[src/rtl/core/stt_pkg.sv]
// ----------------------------------------------------------------------------
// stt_pkg: shared definitions for segment table translation
// Field widths, operation and status codes, register map and the table entry
// layout used by the translation core.
// ----------------------------------------------------------------------------
`default_nettype none

package stt_pkg;

  // Default sizing
  localparam int MAX_SEGMENTS_DEF    = 8;
  localparam int WRITE_FLAG_MASK_DEF = 2;

  // Field widths
  localparam int FLAGS_W  = 4;
  localparam int VADDR_W  = 32;
  localparam int ENTRY_W  = 3;
  localparam int CFG_W    = 4;
  localparam int APB_AW   = 3;
  localparam int APB_DW   = 32;

  // Register map (word index = paddr[2])
  localparam logic REG_SEGMENTS_IN_USE = 1'b0;
  localparam logic [CFG_W-1:0] SEGMENTS_IN_USE_RST = 4'd8;

  // Operation codes
  localparam logic [1:0] OP_LOAD  = 2'd0;
  localparam logic [1:0] OP_FETCH = 2'd1;
  localparam logic [1:0] OP_SET   = 2'd2;

  // Status codes
  localparam logic [1:0] STATUS_OK        = 2'd0;
  localparam logic [1:0] STATUS_BAD_INDEX = 2'd1;
  localparam logic [1:0] STATUS_MISS      = 2'd2;

  // One table entry
  typedef struct packed {
    logic [FLAGS_W-1:0] flags;
    logic [VADDR_W-1:0] start;
    logic [VADDR_W-1:0] length;
  } seg_entry_t;

endpackage

`default_nettype wire

[src/rtl/core/segment_table_translate.sv]
// Timing: a load answers in the cycle after acceptance. A fetch or set reads the live
// entries in order from entry 0 into a register and compares each, one table entry per
// cycle, answering at the first hit or after the last live entry on a miss; with a live
// segment count of zero it answers a miss in the cycle after acceptance. Throughput: one
// transaction at a time; the next is accepted at the edge that ends the result cycle.
// Reset: synchronous, active low; clears valid bits, count to 8, idle. Results cannot stall.
// ----------------------------------------------------------------------------
// segment_table_translate: segment table address translation
// Holds a small segment table, loads entries and translates fetch and set
// accesses by a first-match scan over the live entries.
// ----------------------------------------------------------------------------
`default_nettype none

module segment_table_translate
  import stt_pkg::*;
#(
  parameter int MAX_SEGMENTS    = MAX_SEGMENTS_DEF,
  parameter int WRITE_FLAG_MASK = WRITE_FLAG_MASK_DEF
) (
  input  wire logic                clk,
  input  wire logic                rst_n,
  // command channel
  input  wire logic                start,
  output logic                     busy,
  input  wire logic [1:0]          in_op,
  input  wire logic [ENTRY_W-1:0]  in_entry_index,
  input  wire logic [FLAGS_W-1:0]  in_entry_flags,
  input  wire logic [VADDR_W-1:0]  in_entry_start,
  input  wire logic [VADDR_W-1:0]  in_entry_length,
  input  wire logic [VADDR_W-1:0]  in_access_addr,
  input  wire logic [FLAGS_W-1:0]  in_access_kind,
  // result channel
  output logic                     out_valid,
  output logic [1:0]               out_status,
  output logic [ENTRY_W-1:0]       out_hit_entry,
  output logic [VADDR_W-1:0]       out_hit_offset,
  // configuration port
  input  wire logic                psel,
  input  wire logic                penable,
  input  wire logic                pwrite,
  input  wire logic [APB_AW-1:0]   paddr,
  input  wire logic [APB_DW-1:0]   pwdata,
  output logic [APB_DW-1:0]        prdata,
  output logic                     pready
);

  localparam int IDX_W = (MAX_SEGMENTS > 1) ? $clog2(MAX_SEGMENTS) : 1;
  localparam int CNT_W = $clog2(MAX_SEGMENTS + 1);

  typedef enum logic {
    ST_IDLE,
    ST_SCAN
  } state_t;

  // --------------------------------------------------------------------------
  // Configuration register
  // --------------------------------------------------------------------------
  logic [CFG_W-1:0] seg_in_use_r;
  logic             cfg_wr;

  assign pready = 1'b1;
  assign cfg_wr = psel && penable && pwrite && pready && (paddr[2] == REG_SEGMENTS_IN_USE);

  always_ff @(posedge clk) begin
    if (!rst_n) begin
      seg_in_use_r <= SEGMENTS_IN_USE_RST;
    end else if (cfg_wr) begin
      seg_in_use_r <= pwdata[CFG_W-1:0];
    end
  end

  always_comb begin
    prdata = '0;
    if (paddr[2] == REG_SEGMENTS_IN_USE) begin
      prdata = APB_DW'(seg_in_use_r);
    end
  end

  // Clamp the live count to the table size
  logic [CNT_W-1:0] live_cnt;

  always_comb begin
    if (32'(seg_in_use_r) > 32'(MAX_SEGMENTS)) begin
      live_cnt = CNT_W'(MAX_SEGMENTS);
    end else begin
      live_cnt = CNT_W'(seg_in_use_r);
    end
  end

  // --------------------------------------------------------------------------
  // Segment table memory and per-entry valid bits
  // --------------------------------------------------------------------------
  seg_entry_t              mem [MAX_SEGMENTS];
  logic [MAX_SEGMENTS-1:0] valid_r;
  seg_entry_t              rd_data_r;
  logic                    rd_live_r;

  logic                    mem_we;
  logic [IDX_W-1:0]        mem_waddr;
  seg_entry_t              mem_wdata;
  logic                    mem_re;
  logic [IDX_W-1:0]        mem_raddr;

  always_ff @(posedge clk) begin
    if (mem_we) begin
      mem[mem_waddr] <= mem_wdata;
    end
    if (mem_re) begin
      rd_data_r <= mem[mem_raddr];
    end
  end

  // Unwritten entries read as empty (no flags) through the valid bits
  always_ff @(posedge clk) begin
    if (!rst_n) begin
      valid_r   <= '0;
      rd_live_r <= 1'b0;
    end else begin
      if (mem_we) begin
        valid_r[mem_waddr] <= 1'b1;
      end
      if (mem_re) begin
        rd_live_r <= valid_r[mem_raddr];
      end
    end
  end

  // --------------------------------------------------------------------------
  // Shared compare unit: flag match and range check on the read entry
  // --------------------------------------------------------------------------
  logic [VADDR_W-1:0] addr_r;
  logic [FLAGS_W-1:0] need_r;
  logic [VADDR_W:0]   diff;
  logic               hit;

  assign diff = {1'b0, addr_r} - {1'b0, rd_data_r.start};
  assign hit  = rd_live_r && ((rd_data_r.flags & need_r) != '0) && !diff[VADDR_W] &&
                (diff[VADDR_W-1:0] < rd_data_r.length);

  // --------------------------------------------------------------------------
  // Sequencer
  // --------------------------------------------------------------------------
  state_t             state_r, state_nxt;
  logic [CNT_W-1:0]   scan_idx_r, scan_idx_nxt;
  logic [CNT_W-1:0]   cmp_idx_r, cmp_idx_nxt;
  logic               cmp_vld_r, cmp_vld_nxt;
  logic [VADDR_W-1:0] addr_nxt;
  logic [FLAGS_W-1:0] need_nxt;
  logic               out_valid_r, out_valid_nxt;
  logic [1:0]         status_r, status_nxt;
  logic [ENTRY_W-1:0] hit_entry_r, hit_entry_nxt;
  logic [VADDR_W-1:0] hit_offset_r, hit_offset_nxt;
  logic               accept;

  assign busy   = (state_r != ST_IDLE);
  assign accept = start && !busy;

  always_comb begin
    state_nxt      = state_r;
    scan_idx_nxt   = scan_idx_r;
    cmp_idx_nxt    = cmp_idx_r;
    cmp_vld_nxt    = 1'b0;
    addr_nxt       = addr_r;
    need_nxt       = need_r;
    out_valid_nxt  = 1'b0;
    status_nxt     = status_r;
    hit_entry_nxt  = hit_entry_r;
    hit_offset_nxt = hit_offset_r;
    mem_we         = 1'b0;
    mem_waddr      = IDX_W'(in_entry_index);
    mem_wdata      = '{flags: in_entry_flags, start: in_entry_start, length: in_entry_length};
    mem_re         = 1'b0;
    mem_raddr      = scan_idx_r[IDX_W-1:0];

    unique case (state_r)
      ST_IDLE: begin
        if (accept) begin
          addr_nxt       = in_access_addr;
          need_nxt       = (in_op == OP_SET) ? FLAGS_W'(WRITE_FLAG_MASK) : in_access_kind;
          hit_entry_nxt  = '0;
          hit_offset_nxt = '0;
          unique case (in_op) inside
            OP_LOAD: begin
              // Write the entry, or refuse an index past the live count
              out_valid_nxt = 1'b1;
              if (32'(in_entry_index) < 32'(live_cnt)) begin
                mem_we        = 1'b1;
                status_nxt    = STATUS_OK;
                hit_entry_nxt = in_entry_index;
              end else begin
                status_nxt    = STATUS_BAD_INDEX;
              end
            end
            OP_FETCH, OP_SET: begin
              if (live_cnt == '0) begin
                out_valid_nxt = 1'b1;
                status_nxt    = STATUS_MISS;
              end else begin
                scan_idx_nxt  = '0;
                state_nxt     = ST_SCAN;
              end
            end
            default: begin
              out_valid_nxt = 1'b1;
              status_nxt    = STATUS_MISS;
            end
          endcase
        end
      end

      ST_SCAN: begin
        // Issue the next read while entries remain
        if (scan_idx_r < live_cnt) begin
          mem_re       = 1'b1;
          cmp_vld_nxt  = 1'b1;
          cmp_idx_nxt  = scan_idx_r;
          scan_idx_nxt = scan_idx_r + 1'b1;
        end
        // Compare the entry read in the previous cycle
        if (cmp_vld_r) begin
          if (hit) begin
            out_valid_nxt  = 1'b1;
            status_nxt     = STATUS_OK;
            hit_entry_nxt  = ENTRY_W'(cmp_idx_r);
            hit_offset_nxt = diff[VADDR_W-1:0];
            cmp_vld_nxt    = 1'b0;
            state_nxt      = ST_IDLE;
          end else if (32'(cmp_idx_r) + 32'd1 >= 32'(live_cnt)) begin
            out_valid_nxt  = 1'b1;
            status_nxt     = STATUS_MISS;
            cmp_vld_nxt    = 1'b0;
            state_nxt      = ST_IDLE;
          end
        end
      end

      default: begin
        state_nxt = ST_IDLE;
      end
    endcase
  end

  always_ff @(posedge clk) begin
    if (!rst_n) begin
      state_r     <= ST_IDLE;
      cmp_vld_r   <= 1'b0;
      out_valid_r <= 1'b0;
    end else begin
      state_r     <= state_nxt;
      cmp_vld_r   <= cmp_vld_nxt;
      out_valid_r <= out_valid_nxt;
    end
    scan_idx_r   <= scan_idx_nxt;
    cmp_idx_r    <= cmp_idx_nxt;
    addr_r       <= addr_nxt;
    need_r       <= need_nxt;
    status_r     <= status_nxt;
    hit_entry_r  <= hit_entry_nxt;
    hit_offset_r <= hit_offset_nxt;
  end

  assign out_valid      = out_valid_r;
  assign out_status     = status_r;
  assign out_hit_entry  = hit_entry_r;
  assign out_hit_offset = hit_offset_r;

  // --------------------------------------------------------------------------
  // Assertions
  // --------------------------------------------------------------------------
  a_result_follows_work : assert property (@(posedge clk) disable iff (!rst_n)
    out_valid |-> $past(start || busy))
    else $error("result strobe without a transaction in progress");

  a_error_clears_fields : assert property (@(posedge clk) disable iff (!rst_n)
    (out_valid && (out_status != STATUS_OK)) |-> (out_hit_entry == '0 && out_hit_offset == '0))
    else $error("error result carries entry or offset");

  a_bad_load_refused : assert property (@(posedge clk) disable iff (!rst_n)
    (accept && in_op == OP_LOAD && (32'(in_entry_index) >= 32'(live_cnt)))
    |=> (out_valid && out_status == STATUS_BAD_INDEX))
    else $error("out-of-range load not refused");

  a_scan_in_bounds : assert property (@(posedge clk) disable iff (!rst_n)
    (state_r == ST_SCAN) |-> (scan_idx_r <= live_cnt && (!cmp_vld_r || cmp_idx_r < live_cnt)))
    else $error("scan index past live count");

endmodule

`default_nettype wire

[config.mk]
export PLATFORM = sky130hd
export DESIGN_NAME = segment_table_translate
export DESIGN_NICKNAME = d
export VERILOG_FILES = /design/src/rtl/core/stt_pkg.sv /design/src/rtl/core/segment_table_translate.sv
export SDC_FILE = /design/constraint.sdc
export NUM_CORES = 1
export LEC_CHECK = 0
export BUFFER_PORTS_ARGS = -buffer_cell sky130_fd_sc_hd__buf_2
export CORE_MARGIN = 1.5
export CORE_UTILIZATION = 62
export CTS_BUF_LIST = sky130_fd_sc_hd__clkbuf_8
export CTS_CLUSTER_DIAMETER = 150
export DETAILED_ROUTE_END_ITERATION = 10
export PLACE_DENSITY = 0.82
export SYNTH_ARGS = -nofsm -noshare
export SYNTH_HDL_FRONTEND = slang
export SYNTH_SLANG_ARGS = --single-unit
[constraint.sdc]
create_clock -name clk -period 11.4 [get_ports clk]
set_input_delay 3.42 -clock clk [delete_from_list [all_inputs] [get_ports clk]]
set_output_delay 3.42 -clock clk [all_outputs]
set_load 0.1 [all_outputs]
==> results.sh <==
export IMPL_vias=15300
export IMPL_period_share_pct=66.0
export IMPL_cap_violations=0
export IMPL_slew_viol_final=0
export IMPL_vdd_drop_max_mv=0.255
export IMPL_num_nets_final=2033
export IMPL_antenna_found_initial=5
export IMPL_crit_buf_inv=2
export IMPL_postLayoutCellArea_mm2=0.0327
export IMPL_cp_max_fo=5
export IMPL_cpLargestDelayFamily="buffers and inverters"
export IMPL_cts_tree="yes"
export IMPL_min_period_ns=7.52
export IMPL_synthFlopType="edfxtp_1"
export IMPL_status="finished, final reports clean"
export IMPL_worst_slew_pin_slew_ns=1.11
export IMPL_hold_path_cell_count=1
export IMPL_crit_slowest_cell="buf_2"
export IMPL_arrival_ns=4.10
export IMPL_layout_common_cells="edfxtp_1, buf_2, mux4_2, inv_1, clkbuf_8"
export IMPL_ant_nets=0
export IMPL_yosysUniqueCellTypes=72
export IMPL_viasPerCell=6.12
export IMPL_synth_cells=1563
export IMPL_clock_latency_ns=0.70
export IMPL_grt_pass1_vias=15100
export IMPL_cp_depth=3
export IMPL_start_util_pct=62.9
export IMPL_synth_top_area_cell="edfxtp_1"
export IMPL_cts_root_buf="clkbuf_8"
export IMPL_die_height_um=220
export IMPL_regArea_mm2=0.0211
export IMPL_clockBufferDepth=3
export IMPL_final_common_cell="edfxtp_1"
export IMPL_cp_required_ns=7.98
export IMPL_io_buffer_count=162
export IMPL_path_clk_slew_ns=0.06
export IMPL_drive_above_1_share_pct=29.0
export IMPL_die_area_mm2=0.0485
export IMPL_firstDrtPassIters=6
export IMPL_leakagePower_uw=0.0115
export IMPL_drc_errors=0
export IMPL_grt_pass1_wl_mm=89.2
export IMPL_ios=222
export IMPL_synth_edf_count=693
export IMPL_multi_input_area_mm2=0.00760
export IMPL_grt_overflow=0
export IMPL_place_gp_congestion=0.897
export IMPL_postCtsSetupBuffers=0
export IMPL_postLayoutCoreUtil_pct=70.2
export IMPL_routedWlPerCell_um=24.3
export IMPL_cp_start_kind="primary input"
export IMPL_slowest_delay_ns=0.44
export IMPL_dpl_cell_area_mm2=0.0308
export IMPL_max_slew_margin_pct=26.0
export IMPL_rsz0062_at_grt="no"
export IMPL_fillCellCount=2803
export IMPL_clkSinkCount=709
export IMPL_r2r_cells=17
export IMPL_postCtsHoldBufs=0
export IMPL_rows=79
export IMPL_crit_type="primary input to primary output"
export IMPL_syn_avg_cell_area_um2=18.7
export IMPL_fin_skew_ns=0.0396
export IMPL_core_mm2=0.0466
export IMPL_finalPower_uw=7680
export IMPL_grt_max_degree=97
export IMPL_syn_area_mm2=0.0293
export IMPL_final_setup_tns_ns=0
export IMPL_die_x_um=220
export IMPL_drtIter0Drc=1872
export IMPL_r2r_setup_slack_ns=5.97
export IMPL_power_density_mw_per_mm2=235
export IMPL_ys_async_sr_fraction_pct=0
export IMPL_setup_viol=0
export IMPL_numCtsBuffers=107
export IMPL_hold_ws_ns=0.466
export IMPL_synthTopCellsByArea="edfxtp_1, mux4_2, ha_1, mux2_2, dfxtp_1"
export IMPL_cp_common_cell="buf_2"
export IMPL_ys_warn_count=0
export IMPL_area_delta_synth_final_pct=11.6
export IMPL_min_path_type="register to register"
export IMPL_cp_end_kind="primary output"
export IMPL_hold_violations=0
export IMPL_max_freq_ghz=0.133
export IMPL_wl_mm=60.7
export IMPL_yosysTopAreaCellShare_pct=71.1
export IMPL_hpwl_mm=37.5
export IMPL_htreeDepth=3
export IMPL_synth_seq_cells=709
export IMPL_track_usage_pct=25.4
export IMPL_path_cells="buf_2 > nor2b_1 > buf_2"
export IMPL_synth_seq_area_share_pct=72.2
export IMPL_ctsResizeCount=0
==> metrics by stage <==
| stage | instances | worst slack [ns] |
|---|---|---|
| after floorplan | 1590 | 1.72 |
| final | 2496 | 3.88 |
| after global placement | 2304 | 3.89 |
| after detailed placement | 2304 | 3.87 |
| after global routing | 2495 | 3.84 |
| after CTS | 2494 | 3.87 |
==> report_power, final <==
part           switching (uW)  total (uW)  internal [uW]  leakage, uW
clock network             929        1810            882      0.00109
logic                    1640        2590            958      0.00395
registers                 111        3270           3160      0.00645
total                    2680        7680           5000       0.0115
==> layer usage <==
metal / up-vias / GRT usage, % / wire, um
met5: - / 0 / 23
met4: 4 / 6.71 / 1100
met3: 103 / 6.69 / 5980
met2: 768 / 39.9 / 29200
met1: 7692 / 35.9 / 24400
li1: 6697 / - / -
==> kinds of logic after synthesis <==
family,synth area share [%]
AOI/OAI and AO/OA,4.22
adders and majority gates,3.32
muxes,13.5
buffers and inverters,2.50
and+or+nand+nor,3.51
xor gates and xnor gates,0.748
other,0.0257
DFF,72.2
==> sequential cells by signal, summed over array words and instances (netlist names), 4 cells and up <==
register	count
addr_r	32
cmp_idx_r	4
mem	544
need_r	4
out_hit_offset	32
rd_data_r	68
scan_idx_r	4
seg_in_use_r	4
valid_r	8
==> area by class of cell <==
class                   count  area share, %
well taps                 607           2.32
flip-flops and latches    709           64.7
inverters                  79          0.908
repair buffers            189           3.14
multi-input cells         720           23.3
clock inverters            82           1.13
diodes                      2         0.0153
clock buffers             108           4.55
==> final timing paths <==
path,from,to
min reg2reg,valid_r[0]$_SDFFE_PN0P_,valid_r[0]$_SDFFE_PN0P_
min,valid_r[0]$_SDFFE_PN0P_,valid_r[0]$_SDFFE_PN0P_
max,paddr[2],prdata[2]
max reg2reg,addr_r[6]$_DFFE_PP_,out_hit_offset[11]$_SDFFCE_PN0P_
==> Yosys cell counts (3+ instances only) <==
cell      instances
a211o_1           3
o31a_1            3
a21oi_2           3
ha_1             76
o21a_1           19
o211ai_1          7
buf_2            15
nor2_1           47
o21ai_1           5
nand3_1          15
a22o_1            4
buf_4            29
nor3_1           10
or2_1             3
nand4_1           8
a31oi_1           5
edfxtp_1        693
inv_1            79
and2_1           27
a21o_1           13
nor2b_1          16
nand2b_1          6
dfxtp_1          16
mux2i_1           8
a21oi_1          37
a311oi_1          4
xnor2_1          15
o311a_1           3
a211oi_1         14
a21boi_0          4
clkbuf_1         35
buf_1             3
mux4_2          138
mux2_2           68
a221oi_1          3
and3_1            5
xor2_1           10
o21ai_0          28
nand2_1          45
(Power assumes the default switching activity.)
